### src/rtl/hcbd_pkg.sv
// Shared types and constants of the chunked body decoder.
// Beat structs, result kind codes and the framing characters.
// No dependencies.
package hcbd_pkg;

  typedef enum logic [1:0] {
    KIND_DATA  = 2'd0,
    KIND_DONE  = 2'd1,
    KIND_ERROR = 2'd2
  } kind_e;

  typedef struct packed {
    logic [7:0] in_byte;
    logic       first_byte;
  } in_beat_t;

  typedef struct packed {
    logic [7:0] out_byte;
    kind_e      kind;
  } out_beat_t;

  localparam logic [7:0] CHAR_TAB  = 8'h09;
  localparam logic [7:0] CHAR_LF   = 8'h0A;
  localparam logic [7:0] CHAR_CR   = 8'h0D;
  localparam logic [7:0] CHAR_SP   = 8'h20;
  localparam logic [7:0] CHAR_SEMI = 8'h3B;

endpackage

### src/rtl/http_chunked_body_decoder_unit.sv
// Top level of the HTTP/1.1 chunked body decoder.
// Input register, parser and output register. Depends on hcbd_pkg and
// hcbd_parser.
//
// Usage:
//   Input channel (in_valid_i / in_stall_o / in_beat_i) carries one body
//   byte per beat; first_byte marks the first byte of a message and
//   restarts the parser before that byte is taken.
//   Output channel (out_valid_o / out_stall_i / out_beat_o) carries zero or
//   one result per input beat: a payload byte (kind DATA), message
//   complete (kind DONE) or a format error (kind ERROR, byte zero).
//   Size lines, blanks, extensions and the CR LF after each chunk produce
//   no beat. After DONE or ERROR, bytes are dropped until first_byte.
//   Path: an accepted input beat is registered in the input register, and
//   its result is registered in the result register when the parser
//   retires the byte.
//   Throughput: one byte per cycle unless in_stall_o is high; the phase
//   and size registers are updated in a single pass per byte.
//   Stall: an output beat held by out_stall_i blocks only a byte that has a
//   result; the input register then holds and in_stall_o rises. Bytes
//   without a result keep flowing.
//   Reset: clears the valid flags of both beat registers and puts the
//   parser at the start of a size line with size zero.
module http_chunked_body_decoder_unit #(
  parameter int SIZE_BITS = 32
) (
  input  logic                 clk_i,
  input  logic                 rst_ni,
  input  logic                 in_valid_i,
  output logic                 in_stall_o,
  input  hcbd_pkg::in_beat_t   in_beat_i,
  output logic                 out_valid_o,
  input  logic                 out_stall_i,
  output hcbd_pkg::out_beat_t  out_beat_o
);
  import hcbd_pkg::*;

  logic      s1_valid_q;
  in_beat_t  s1_q;
  logic      out_valid_q;
  out_beat_t out_q;

  logic      res_valid;
  out_beat_t res;
  logic      out_free;
  logic      advance;

  // Output register may be loaded when empty or being taken this cycle.
  assign out_free   = !out_valid_q || !out_stall_i;
  // Retire the staged byte unless it has a result with nowhere to go.
  assign advance    = s1_valid_q && (!res_valid || out_free);
  assign in_stall_o = s1_valid_q && !advance;

  hcbd_parser #(
    .SIZE_BITS(SIZE_BITS)
  ) u_parser (
    .clk_i      (clk_i),
    .rst_ni     (rst_ni),
    .take_i     (advance),
    .beat_i     (s1_q),
    .res_valid_o(res_valid),
    .res_o      (res)
  );

  // Input register: take a new beat whenever the stage is not held.
  always_ff @(posedge clk_i or negedge rst_ni) begin
    if (!rst_ni) begin
      s1_valid_q <= 1'b0;
    end else if (!in_stall_o) begin
      s1_valid_q <= in_valid_i;
    end
  end

  always_ff @(posedge clk_i) begin
    if (in_valid_i && !in_stall_o) begin
      s1_q <= in_beat_i;
    end
  end

  // Result register: hold while the receiver stalls.
  always_ff @(posedge clk_i or negedge rst_ni) begin
    if (!rst_ni) begin
      out_valid_q <= 1'b0;
    end else if (out_free) begin
      out_valid_q <= advance && res_valid;
    end
  end

  always_ff @(posedge clk_i) begin
    if (out_free && advance && res_valid) begin
      out_q <= res;
    end
  end

  assign out_valid_o = out_valid_q;
  assign out_beat_o  = out_q;

`ifndef SYNTHESIS
  a_stall_only_when_blocked: assert property (@(posedge clk_i) disable iff (!rst_ni)
    in_stall_o |-> s1_valid_q && out_valid_q && out_stall_i && res_valid)
    else $error("input stalled without a blocked result");

  a_no_result_overwrite: assert property (@(posedge clk_i) disable iff (!rst_ni)
    advance && res_valid |-> !(out_valid_q && out_stall_i))
    else $error("result retired into a held output register");

  a_status_byte_zero: assert property (@(posedge clk_i) disable iff (!rst_ni)
    out_valid_o && out_beat_o.kind != KIND_DATA |-> out_beat_o.out_byte == 8'h00)
    else $error("status beat carries a nonzero byte");
`endif

endmodule

### src/rtl/hcbd_parser.sv
// Per-byte parser of the chunked body decoder: phase and size registers
// and the next-state logic. Depends on hcbd_pkg.
module hcbd_parser #(
  parameter int SIZE_BITS = 32
) (
  input  logic                  clk_i,
  input  logic                  rst_ni,
  input  logic                  take_i,
  input  hcbd_pkg::in_beat_t    beat_i,
  output logic                  res_valid_o,
  output hcbd_pkg::out_beat_t   res_o
);
  import hcbd_pkg::*;

  typedef enum logic [3:0] {
    PH_LEAD   = 4'd0,
    PH_DIGITS = 4'd1,
    PH_TRAIL  = 4'd2,
    PH_EXT    = 4'd3,
    PH_LF     = 4'd4,
    PH_DATA   = 4'd5,
    PH_SKIP1  = 4'd6,
    PH_SKIP2  = 4'd7,
    PH_ZCR    = 4'd8,
    PH_ZLF    = 4'd9,
    PH_DONE   = 4'd10,
    PH_ERROR  = 4'd11
  } phase_e;

  phase_e               phase_q, phase_d;
  logic [SIZE_BITS-1:0] size_q, size_d;

  logic [7:0]           b;
  logic                 is_dig;
  logic [3:0]           dval;
  logic                 is_blank;
  phase_e               ph_a, ph_b;
  logic [SIZE_BITS-1:0] sz_a;
  logic                 skip;

  assign b        = beat_i.in_byte;
  assign is_blank = (b == CHAR_SP) || (b == CHAR_TAB) || (b == CHAR_LF);

  // Hex digit decode, either case.
  always_comb begin
    is_dig = 1'b0;
    dval   = 4'd0;
    if (b >= 8'h30 && b <= 8'h39) begin
      is_dig = 1'b1;
      dval   = 4'(b - 8'h30);
    end else if (b >= 8'h61 && b <= 8'h66) begin
      is_dig = 1'b1;
      dval   = 4'(b - 8'h57);
    end else if (b >= 8'h41 && b <= 8'h46) begin
      is_dig = 1'b1;
      dval   = 4'(b - 8'h37);
    end
  end

  always_comb begin
    ph_a = phase_q;
    sz_a = size_q;
    if (beat_i.first_byte) begin
      ph_a = PH_LEAD;
      sz_a = '0;
    end
    phase_d     = ph_a;
    size_d      = sz_a;
    res_valid_o = 1'b0;
    res_o       = '{out_byte: 8'h00, kind: KIND_DATA};
    skip        = 1'b0;
    ph_b        = ph_a;
    // A pending line end resolves here; a byte other than LF is then
    // handled in the phase that the line leads to.
    if (ph_a == PH_LF) begin
      ph_b    = (sz_a == '0) ? PH_ZCR : PH_DATA;
      phase_d = ph_b;
      skip    = (b == CHAR_LF);
    end
    if (!skip) begin
      unique case (ph_b) inside
        PH_LEAD, PH_DIGITS: begin
          if (is_dig) begin
            if (sz_a[SIZE_BITS-1 -: 4] != 4'd0) begin
              phase_d     = PH_ERROR;
              res_valid_o = 1'b1;
              res_o.kind  = KIND_ERROR;
            end else begin
              size_d  = {sz_a[SIZE_BITS-5:0], dval};
              phase_d = PH_DIGITS;
            end
          end else if (is_blank) begin
            if (ph_b == PH_DIGITS) phase_d = PH_TRAIL;
          end else if (ph_b == PH_DIGITS && b == CHAR_SEMI) begin
            phase_d = PH_EXT;
          end else if (ph_b == PH_DIGITS && b == CHAR_CR) begin
            phase_d = PH_LF;
          end else begin
            phase_d     = PH_ERROR;
            res_valid_o = 1'b1;
            res_o.kind  = KIND_ERROR;
          end
        end
        PH_TRAIL: begin
          if (is_blank) begin
            phase_d = PH_TRAIL;
          end else if (b == CHAR_SEMI) begin
            phase_d = PH_EXT;
          end else if (b == CHAR_CR) begin
            phase_d = PH_LF;
          end else begin
            phase_d     = PH_ERROR;
            res_valid_o = 1'b1;
            res_o.kind  = KIND_ERROR;
          end
        end
        PH_EXT: begin
          if (b == CHAR_CR) phase_d = PH_LF;
        end
        PH_DATA: begin
          size_d = sz_a - SIZE_BITS'(1);
          if (size_d == '0) phase_d = PH_SKIP1;
          res_valid_o    = 1'b1;
          res_o.out_byte = b;
          res_o.kind     = KIND_DATA;
        end
        PH_SKIP1: begin
          phase_d = PH_SKIP2;
        end
        PH_SKIP2: begin
          phase_d = PH_LEAD;
          size_d  = '0;
        end
        PH_ZCR: begin
          res_o.kind = KIND_ERROR;
          if (b == CHAR_CR) begin
            phase_d = PH_ZLF;
          end else begin
            phase_d     = PH_ERROR;
            res_valid_o = 1'b1;
          end
        end
        PH_ZLF: begin
          res_valid_o = 1'b1;
          if (b == CHAR_LF) begin
            phase_d    = PH_DONE;
            res_o.kind = KIND_DONE;
          end else begin
            phase_d    = PH_ERROR;
            res_o.kind = KIND_ERROR;
          end
        end
        default: begin
          // Done, error and unused codes: drop the byte.
          phase_d = ph_b;
        end
      endcase
    end
  end

  always_ff @(posedge clk_i or negedge rst_ni) begin
    if (!rst_ni) begin
      phase_q <= PH_LEAD;
      size_q  <= '0;
    end else if (take_i) begin
      phase_q <= phase_d;
      size_q  <= size_d;
    end
  end

endmodule
### config.mk
export PLATFORM = sky130hd
export DESIGN_NAME = http_chunked_body_decoder_unit
export DESIGN_NICKNAME = d
export VERILOG_FILES = /design/src/rtl/hcbd_pkg.sv /design/src/rtl/http_chunked_body_decoder_unit.sv /design/src/rtl/hcbd_parser.sv
export SDC_FILE = /design/constraint.sdc
export NUM_CORES = 1
export LEC_CHECK = 0
export ABC_CLOCK_PERIOD_IN_PS = 4400
export BUFFER_PORTS_ARGS = -buffer_cell sky130_fd_sc_hd__buf_4
export CORE_UTILIZATION = 40
export CTS_BUF_LIST = sky130_fd_sc_hd__clkbuf_8
export DETAILED_ROUTE_END_ITERATION = 12
export PLACE_DENSITY = 0.56
export SLEW_MARGIN = 20
export SYNTH_ARGS = -nofsm -noshare
export SYNTH_HDL_FRONTEND = slang
export SYNTH_HIERARCHICAL = 1
export SYNTH_SLANG_ARGS = --single-unit
export TNS_END_PERCENT = 10
### constraint.sdc
create_clock -name clk_i -period 4.4 [get_ports clk_i]
set_input_delay 0.88 -clock clk_i [delete_from_list [all_inputs] [get_ports clk_i]]
set_output_delay 0.88 -clock clk_i [all_outputs]
set_load 0.005 [all_outputs]
==> summary.txt, run 1 <==
Clock tree
  – Post-CTS Resized: 0
  – Num CTS Buffers: 9
  – Clock latency on the worst-skew pair: 0.35 ns
  – CTS HTree Levels: 3
  – Root buf cell: clkbuf_8
  – Hold buffer count at CTS: 0
  – TritonCTS clock tree: built
  – Reg clk slew, reported paths: 0.08 ns
  – Clk sinks: 57
  – Clk buf depth: 2
  – Post-CTS setup buffer count: 0

Critical path
  – CP max FO: 8
  – Crit-path slowest cell: dfrtp_1
  – Crit. End Element: primary output
  – Reg2Reg Depth: 13
  – Cell family with most CP delay: compound AO/OA/AOI/OAI gates
  – Setup Crit Path Kind: reg2out
  – CP max stage delay: 0.49 ns
  – Critical Path Source Type: register
  – Critical path depth: 11
  – Required time worst endpoint: 3.52 ns
  – Worst EP arrival: 3.25 ns
  – Reg-to-reg slack, setup: 0.39 ns
  – Worst-path cell chain: nor4_4 > and4_1 > nand2_2 > a221oi_4 > a211o_1 > a21o_1 > a21oi_1 > o21ai_0 > nand4_2 > inv_1 > buf_4
  – CP Buf/Inv Count: 2

Global routing
  – Number of global-route vias before repair: 3,871
  – Initial antenna violation count: 0
  – Global-route usage over all layers: 24.0%
  – Largest net degree at the start of global routing: 39
  – GRT overflow: 0
  – First-pass GRT wire length: 20.9 mm

Floorplanning
  – Die Width: 106 µm
  – # IOs: 25
  – Site Rows: 37
  – DIE HEIGHT: 106 µm
  – Starting density of the core: 41.6%
  – Core ar.: 10,400 µm²
  – Full die area: 11,200 µm²

Power
  – VDD IR max: 0.287 mV
  – Combinational Power Share: 34.6%
  – Clock share of power: 29.3%
  – Sw Ratio: 36.6%
  – NetSw: 0.675 mW
  – Sequential Power Share: 36.1%
  – Cell Pwr Density: 378 nW/µm²
  – P_int: 1.17 mW
  – Leakage power: 2.09 nW

Final layout
  – Final instance area: 4870 µm²
  – Inserted Diodes: 0
  – Nets@finish: 524
  – Most frequent cells in the layout: nand2_1 (61), buf_4 (44), dfrtp_1 (38), a21oi_1 (31), o21ai_0 (27)
  – Commonest non-fill, non-tap cell in the layout: nand2_1
  – P&R area growth vs syn: 12.5%
  – Layout cells sized above 1: 18.7%

Routing
  – Vias: 3,986
  – Routed WL: 12.6 mm
  – Antenna-violating nets left: 0
  – DRT iter0 DRCs: 359
  – DRC viols: 0
  – Via-to-Cell Ratio: 6.19
  – 1st-pass router iterations: 5
  – Wire length per cell: 19.6 µm

Place
  – DP Area: 4650 µm²
  – Port-buffer cells: 24
  – HPWL after detailed placement: 8.75 mm
  – GPL Wtd Cong: 0.921

Yosys
  – Largest area contributor in the netlist: dfrtp_1
  – Post-Syn Area: 4330 µm²
  – Synthesized Nets: 509
  – Asr flop ratio synth: 66.7%
  – Top cell type's share of synthesized area: 22.0%
  – Yosys reg bits: 57
  – Mapped Cells: 488
  – Mapped Avg Cell Area: 8.87 µm²
  – Unique cell type count in the Yosys netlist: 75
  – YS warnings: 6
  – Area contributors post-synth: dfrtp_1 (22%), edfxtp_1 (13%), nand2_1 (5.3%)
  – Post-synth EDFFs: 19
  – Register area share after synthesis: 35.1%
  – Post-synth top flop: dfrtp_1

STA
  – Period minus WS final: 4.13 ns
  – Skew final: 0.0146 ns
  – Max_slew headroom: 46.6%
  – RSZ-0062 raised after global routing: false
  – Least-Margin Pin Slew: 0.794 ns
  – Final Cycle Share: 93.8%
  – Finish-stage setup viols: 0
  – Final Hold Slack: 0.495 ns
  – Max-slew violations: 0
  – Fmax: 242 MHz
  – Final Hold Fails: 0
  – Setup TNS: 0 ns

Worst hold path
  – Hold Path Class: in2async

Job
  – Max cap viols: 0

Status
  – Status: finished clean
-- worst reg2reg max path: stages (launching register included) --
cell,delay (ns)
dfrtp_1,0.49
nor4_4,0.45
and4_1,0.34
nand2_2,0.13
a221oi_4,0.42
a211o_1,0.19
a21o_1,0.15
a21oi_1,0.04
o21ai_0,0.32
a31oi_1,0.18
o211a_1,0.38
a21boi_2,0.22
buf_4,0.40
a22o_1,0.22
-- metal layers --
metal	vias to the layer above	wire, µm	GRT usage, %
li1	1876	-	-
met5	-	0	0
met3	19	754	4.84
met1	1936	5970	35.0
met4	0	214	7.54
met2	155	5690	35.4
-- cell type report --
cell class	count	area [µm²]
inverters	17	63.8
fillers	1055	5540
clock buffers	9	124
repair buffers	44	330
clock inverters	7	87.6
multi-input cells	374	2580
well taps	136	170
flip-flops and latches	57	1520
-- final timing paths --
check	start	endpoint
min in group clk_i	s1_valid_q	out_valid_o
max in group asynchronous	rst_ni	out_valid_o
hold reg to reg	s1_valid_q	out_valid_o
hold / removal	rst_ni	u_parser/size_q[11]
setup / recovery	u_parser/size_q[15]	in_stall_o
setup reg to reg	u_parser/size_q[15]	u_parser/size_q[19]
-- flip-flops by register name (all words and copies together) (netlist names) --
name and count:
out_beat_o 10, s1_q 9, out_valid_o 1, u_parser/size_q 32, s1_valid_q 1, u_parser/phase_q 4
-- power groups by stage --
stage | Clock [mW] | Sequential, mW | Combinational (mW)
final | 0.539 | 0.666 | 0.637
after detailed placement | 0 | 0.675 | 0.629
after CTS | 0.553 | 0.665 | 0.632
after global routing | 0.577 | 0.674 | 0.695
after floorplan | 0 | 0.660 | 0.446
after global placement | 0 | 0.674 | 0.629
-- synthesized netlist by cell type (all sizes together) (3+ instances only) --
cell type,number
o211ai,6
xor2,3
nand4,10
edfxtp,19
nor2b,5
mux2i,6
mux2,5
inv,17
or4,5
nand2b,4
o2bb2ai,15
or2,5
nor2,15
o21ai,28
ha,8
xnor2,14
and2,8
a21o,8
a21oi,31
o31a,4
a22o,11
nor3,19
a22oi,11
o22ai,5
dfrtp,38
buf,13
clkbuf,27
a31oi,5
nand3,11
nor4,24
o311ai,3
nand2,62
-- logic make-up after synthesis --
family	after synthesis	share of synthesized area, %
XOR/XNOR	17	3.44
flip-flops	57	35.1
adder cells (fa/ha/maj)	8	2.31
multiplexers	11	2.69
AO/OA/AOI/OAI	153	26.6
AND/OR/NAND/NOR	185	24.2
buffers and inverters	57	5.66
-- per-stage QoR --
| stage | worst slack, ns | util, % | instances | total power [mW] |
|---|---|---|---|---|
| CTS | 0.253 | 46.7 | 644 | 1.85 |
| floorplan | 0.585 | - | 488 | 1.11 |
| global placement | 0.575 | 44.6 | 628 | 1.30 |
| global route | 0.0189 | 46.8 | 644 | 1.95 |
| finish | 0.274 | 46.8 | 644 | 1.84 |
| detailed placement | 0.425 | 44.6 | 628 | 1.30 |
No activity file was read; power rests on OpenSTA's default activity.
==> inputs of run 2 (changes only) <==
Settings changed: ABC_CLOCK_PERIOD_IN_PS 4400 to unset, CORE_ASPECT_RATIO set to 1.75, CORE_MARGIN set to 2.
==> run 2 against run 1 <==
- clock power is 3% higher
- critical endpoint unchanged
- highest routed layer unchanged
- flip-flop and latch count unchanged
- via count is 2.9% higher
- total power rose by 0.82%
- critical path type unchanged
==> summary.txt, run 2 (synthesis gave the netlist of run 1 again) <==
STA
  – Final WS setup: 0.175 ns (-0.0987 ns)
  – Finish-stage setup viols: 0 (unchanged)
  – Final Cycle Share: 96.0% (+2.2 points)
  – Least-Margin Pin Slew: 0.857 ns (+0.0634 ns)
  – Max-slew violations: 0 (unchanged)
  – Max_slew headroom: 41.4% (-5.2 points)
  – Setup TNS: 0 ns (unchanged)
  – Fmax: 237 MHz (-2.3%)
  – RSZ-0062 raised after global routing: true
  – Period minus WS final: 4.22 ns (+0.0987 ns)
  – Skew final: 0.0153 ns (+0.000727 ns)
  – Final Hold Fails: 0 (unchanged)
  – Final Hold Slack: 0.483 ns (-0.0118 ns)

Final layout
  – Nets@finish: 522 (-0.38%)
  – P&R area growth vs syn: 11.9%
  – Commonest non-fill, non-tap cell in the layout: nand2_1
  – FILL cells: 1,059 (+0.38%)
  – Layout cells sized above 1: 18.4% (-0.32 points)
  – Most frequent cells in the layout: nand2_1 (61), buf_4 (42), dfrtp_1 (38), a21oi_1 (30), o21ai_0 (26)
  – Max reg flops: 32 (unchanged)
  – Final instance area: 4850 µm² (-0.54%)
  – Biggest register: u_parser/size_q
  – Inserted Diodes: 0 (unchanged)

Routing
  – Wire length per cell: 21.4 µm (+9.3%)
  – 1st-pass router iterations: 6 (+1)
  – Routed WL: 13.6 mm (+7.9%)
  – Antenna-violating nets left: 0 (unchanged)
  – DRC viols: 0 (unchanged)
  – DRT iter0 DRCs: 495 (+38%)
  – Via-to-Cell Ratio: 6.45 (+4.2%)
  – Vias: 4,102 (+2.9%)

Worst hold path
  – Hold Path Class: in2async

Clock tree
  – Clk sinks: 57 (unchanged)
  – Clk buf depth: 2 (unchanged)
  – Hold buffer count at CTS: 0 (unchanged)
  – Root buf cell: clkbuf_8
  – Num CTS Buffers: 9 (unchanged)
  – Reg clk slew, reported paths: 0.08 ns (about the same)
  – Clock latency on the worst-skew pair: 0.37 ns (+0.02 ns)
  – TritonCTS clock tree: built
  – CTS HTree Levels: 3 (unchanged)

Global routing
  – Initial antenna violation count: 0 (unchanged)
  – First-pass GRT wire length: 21.8 mm (+4.3%)
  – Largest net degree at the start of global routing: 39 (unchanged)
  – Number of global-route vias before repair: 3,980 (+2.8%)
  – Global-route usage over all layers: 25.0% (+1.0 points)
  – GRT overflow: 0 (unchanged)

Job
  – Max cap viols: 0 (unchanged)

Floorplanning
  – Starting density of the core: 40.7% (-0.86 points)
  – Full die area: 11,700 µm² (+4.1%)
  – Site Rows: 50 (+35%)
  – Core ar.: 10,600 µm² (+2.1%)
  – Die Width: 82.7 µm (-22%)
  – DIE HEIGHT: 142 µm (+34%)
  – # IOs: 25 (unchanged)

Critical path
  – CP max stage delay: 0.50 ns (about the same)
  – CP max FO: 8 (unchanged)
  – Worst EP arrival: 3.34 ns (+0.09 ns)
  – Crit-path slowest cell: dfrtp_1
  – Required time worst endpoint: 3.52 ns (about the same)
  – Critical Path Source Type: register
  – Setup Crit Path Kind: reg2out
  – Worst-path cell chain: nor4_4 > and4_1 > nand2_2 > a221oi_4 > buf_4 > a211o_1 > a21o_1 > a21oi_1 > o21ai_0 > nand4_2 > inv_1 > buf_4
  – Crit. End Element: primary output
  – Cell repeated most along the worst path: buf_4

Power
  – Clock share of power: 29.8% (+0.5 points)
  – P_int: 1.16 mW (-0.35%)
  – Sw Ratio: 37.4% (+0.74 points)
  – Cell Pwr Density: 383 nW/µm² (+1.4%)
  – VDD IR max: 0.313 mV (+8.9%)
  – NetSw: 0.694 mW (+2.8%)
  – Combinational Power Share: 33.4% (-1.2 points)
  – Leakage power: 2.08 nW (-0.42%)
  – Sequential Power Share: 36.8% (+0.7 points)

Place
  – GPL Wtd Cong: 0.931 (+1.2%)
  – HPWL after detailed placement: 9.55 mm (+9.1%)
  – Place WS: 0.431 ns (+0.00666 ns)
  – DP Area: 4630 µm² (-0.48%)
  – Port-buffer cells: 24 (unchanged)

Status
  – Status: finished clean
[run 2: cell type report]
| class | count | area, µm² | area share (%) |
|---|---|---|---|
| tap | 130 | 163 | 3.36 |
| inverter | 17 | 63.8 | 1.32 |
| sequential | 57 | 1520 | 31.4 |
| clock inverter | 7 | 86.3 | 1.78 |
| multi-input combinational | 374 | 2570 | 53.1 |
| timing repair buffer | 42 | 315 | 6.50 |
| clock buffer | 9 | 124 | 2.56 |
[run 2: per-stage QoR]
stage               total power [mW]  instances  utilization (%)
finish                          1.86        636             45.6
global route                    1.95        636             45.6
CTS                             1.86        636             45.5
detailed placement              1.30        620             43.5
global placement                1.30        620             43.5
floorplan                       1.11        488                -
[run 2: power groups by stage]
stage / logic, mW / clock network [mW] / registers (mW)
after CTS: 0.614 / 0.563 / 0.683
final: 0.620 / 0.553 / 0.684
after floorplan: 0.446 / 0 / 0.660
after global placement: 0.606 / 0 / 0.694
after global routing: 0.673 / 0.582 / 0.695
after detailed placement: 0.610 / 0 / 0.692
[run 2: routing by layer]
metal	GRT usage [%]	routed length (µm)
met1	28.3	4990
met2	43.3	7360
met3	4.64	664
met4	12.8	606
met5	0	0
[run 2: worst paths after layout]
kind / start / end / slack [ns] / cells after the start
min in group clk_i: out_valid_o / out_valid_o / 0.57 / 2
max reg2reg: s1_q[0] / u_parser/size_q[29] / 0.41 / 16
min reg2reg: out_valid_o / out_valid_o / 0.57 / 2
max in group asynchronous: rst_ni / u_parser/size_q[0] / 3.55 / 1
max: u_parser/size_q[14] / in_stall_o / 0.18 / 12
min: rst_ni / u_parser/size_q[19] / 0.48 / 1
[run 2: worst max-delay path: cells and delay by family (launching register included)]
family | cells | cell delay [ns]
AO/OA/AOI/OAI | 5 | 0.95
AND/OR/NAND/NOR | 4 | 1.13
buffers and inverters | 3 | 0.38
flip-flops | 1 | 0.50
[run 2: repair_timing]
action | 4_1_cts | 5_1_grt
endpoints found under the setup margin | 0 | 21
setup buffers | 0 | 0
resized for setup | 0 | 3
endpoints found under the hold margin | 0 | 0
==> inputs of run 3 (changes only) <==
Settings changed: SYNTH_HIERARCHICAL 1 to unset.
==> run 3 against run 2 <==
- non-clock buffer count is 2 lower
- synthesized cell count is 4.7% higher
- clock-buffer cell count stayed put
- register-to-register slack better by 0.43 ns
- combinational power grew to 2.7 times the previous value
- cell area is 3.0% higher
==> summary.txt, run 3 <==
Yosys
  – Largest area contributor in the netlist: dfrtp_1
  – Post-Syn Area: 4430 µm² (+2.3%)
  – Asr flop ratio synth: 66.7% (unchanged)
  – Top cells by count, synth: dfrtp_1 (38), nand2_1 (37), a21oi_1 (36)
  – Unique cell type count in the Yosys netlist: 79 (+5.3%)
  – Mapped Avg Cell Area: 8.67 µm² (-2.3%)
  – Synthesized Nets: 531 (+4.3%)
  – Post-synth top flop: dfrtp_1
  – Yosys reg bits: 57 (unchanged)
  – Post-synth EDFFs: 19 (unchanged)
  – Top cell type's share of synthesized area: 21.5% (-0.50 points)
  – Mapped Cells: 511 (+4.7%)
  – Area contributors post-synth: dfrtp_1 (21%), edfxtp_1 (13%), o2bb2ai_1 (4.9%)
  – Top-count cell post-synth: dfrtp_1
  – Register area share after synthesis: 34.3% (-0.80 points)
  – YS warnings: 0 (-6)

Critical path
  – Reg-to-reg slack, setup: 0.84 ns (+0.43 ns)
  – Reg2reg start: u_parser.size_q[13]
  – Crit. End Element: primary output
  – Required time worst endpoint: 3.52 ns (about the same)
  – CP max FO: 9 (+1)
  – Capturing point of the worst reg2reg path: u_parser.size_q[26]
  – Setup Crit Path Kind: reg2out
  – Worst EP arrival: 3.21 ns (-0.13 ns)
  – Critical Path Source Type: register
  – Reg2Reg Depth: 8 (-8)

Floorplanning
  – Site Rows: 50 (unchanged)
  – Full die area: 12,000 µm² (+2.3%)
  – Starting density of the core: 41.2% (+0.47 points)
  – Core ar.: 10,800 µm² (+1.2%)
  – Die Width: 83.6 µm (+1.1%)
  – # IOs: 25 (unchanged)
  – DIE HEIGHT: 143 µm (+1.1%)

Clock tree
  – Root buf cell: clkbuf_8
  – Clock latency on the worst-skew pair: 0.36 ns (about the same)
  – Clk sinks: 57 (unchanged)
  – CTS HTree Levels: 3 (unchanged)
  – TritonCTS clock tree: built
  – Clk buf depth: 2 (unchanged)
  – Reg clk slew, reported paths: 0.08 ns (about the same)
  – Num CTS Buffers: 9 (unchanged)

STA
  – Final Hold Slack: 0.488 ns (+0.00438 ns)
  – Period minus WS final: 4.09 ns (-0.132 ns)
  – Final Hold Fails: 0 (unchanged)
  – Setup TNS: 0 ns (unchanged)
  – Final Cycle Share: 93.0% (-3.0 points)
  – Fmax: 244 MHz (+3.2%)
  – Max_slew headroom: 41.4% (+0.054 points)
  – Least-Margin Pin Slew: 0.876 ns (+0.0181 ns)
  – Max-slew violations: 0 (unchanged)
  – Skew final: 0.00886 ns (-0.00643 ns)
  – Finish-stage setup viols: 0 (unchanged)
  – Final WS setup: 0.307 ns (+0.132 ns)

Final layout
  – Nets@finish: 544 (+4.2%)
  – Max reg flops: 32 (unchanged)
  – Final Non-Filler Cells: 659 (+3.6%)
  – Biggest register: u_parser.size_q
  – FILL cells: 1,077 (+1.7%)
  – Most frequent cells in the layout: buf_4 (40), dfrtp_1 (38), nand2_1 (37), a21oi_1 (35), nor2_1 (29)
  – P&R area growth vs syn: 12.7%
  – Inserted Diodes: 0 (unchanged)
  – Layout cells sized above 1: 16.8% (-1.6 points)
  – Final instance area: 4990 µm² (+3.0%)
  – Commonest non-fill, non-tap cell in the layout: buf_4

Routing
  – DRT iter0 DRCs: 443 (-11%)
  – Antenna-violating nets left: 0 (unchanged)
  – DRC viols: 0 (unchanged)
  – Routed WL: 15.4 mm (+13%)
  – Vias: 4,459 (+8.7%)
  – Via-to-Cell Ratio: 6.77 (+4.9%)
  – 1st-pass router iterations: 5 (-1)
  – Wire length per cell: 23.3 µm (+8.8%)

Job
  – Max cap viols: 0 (unchanged)

Global routing
  – Initial antenna violation count: 0 (unchanged)
  – GRT overflow: 0 (unchanged)
  – GR Util met1: 28.6% (+0.29 points)
  – Global-route usage over all layers: 26.0% (+1.0 points)
  – Global routing usage on met3: 4.05% (-0.60 points)
  – GR peak layer: met2
  – M2 GR Usage: 47.7% (+4.3 points)
  – Number of global-route vias before repair: 4,480 (+13%)
  – First-pass GRT wire length: 24.3 mm (+11%)
  – Largest net degree at the start of global routing: 44 (+13%)

Place
  – GPL Wtd Cong: 0.988 (+6.1%)
  – DP Area: 4720 µm² (+2.0%)
  – HPWL after detailed placement: 10.9 mm (+14%)
  – Port-buffer cells: 24 (unchanged)
  – Cell total after placement: 641 (+3.4%)
  – Place WS: 0.492 ns (+0.0606 ns)

Worst hold path
  – Hold Path Class: in2async

Power
  – VDD IR max: 0.367 mV (+17%)
  – Cell Pwr Density: 606 nW/µm² (+58%)
  – Leakage power: 1.97 nW (-5.4%)

Status
  – Status: finished clean
==> run 3: cell count changes after synthesis, sizes merged, moves of 9 or more <==
cell,before,now
nand2,62,37
nor2,15,30
o2bb2ai,15,25
a22o,11,2
xnor2,14,5
==> run 3: per-layer routing <==
layer | vias to the layer above | routed length [µm]
li1 | 2043 | -
met1 | 2159 | 5740
met2 | 198 | 8100
met3 | 59 | 730
met4 | 0 | 791
met5 | - | 0
==> run 3: report_power, final <==
group          total (mW)  switching [mW]  internal, mW
registers           0.773           0.134         0.639
clock network       0.590           0.265         0.325
logic                1.66            1.04         0.622
==> run 3: critical path, stage by stage (launching register included) <==
cell     delay [ns]
dfrtp_1        0.51
nor4_2         0.49
nand4_2        0.35
o41a_1         0.52
nand3_1        0.15
nand2_1        0.19
o21ai_1        0.22
a31oi_2        0.08
and3_1         0.22
buf_4          0.13
==> run 3: cells by family after synthesis <==
group           count (synthesis)  share of synthesized area (%)
flops                          57                           34.3
mux                             4                          0.960
xor+xnor                        8                           1.58
buf+inv                        55                           5.25
simple gates                  190                           24.2
fa+ha+maj                       7                           1.98
compound gates                190                           31.7
==> run 3: timing repair <==
item	4_1_cts	5_1_grt
hold buffers	0	0
buffers inserted	0	2
hold endpoints to repair	0	0
gates resized for setup	0	5
setup endpoints to repair	0	1
==> run 3: worst max path at each step <==
stage,start,to,slack (ns),cells past startpoint
after floorplan,s1_q[0],in_stall_o,0.24,14
after global placement,s1_q[2],in_stall_o,0.59,11
after detailed placement,s1_q[2],in_stall_o,0.49,11
after CTS,s1_q[1],in_stall_o,0.07,11
after global routing,s1_q[2],in_stall_o,-0.008,11
final,u_parser.size_q[13],in_stall_o,0.31,9
==> run 3: metrics by stage <==
stage	util (%)	power, mW
2_1_floorplan	-	1.92
3_3_place_gp	43.9	2.37
4_1_cts	46.0	2.97
5_1_grt	46.4	3.20
3_5_place_dp	43.9	2.37
6_report	46.4	3.03
==> run 3: final cells by class <==
class	instances	area (µm²)	area share [%]
multi-input cells	399	2720	54.4
flip-flops and latches	57	1520	30.5
repair buffers	40	300	6.01
well taps	130	163	3.26
clock buffers	9	124	2.48
clock inverters	7	103	2.05
inverters	17	67.6	1.35
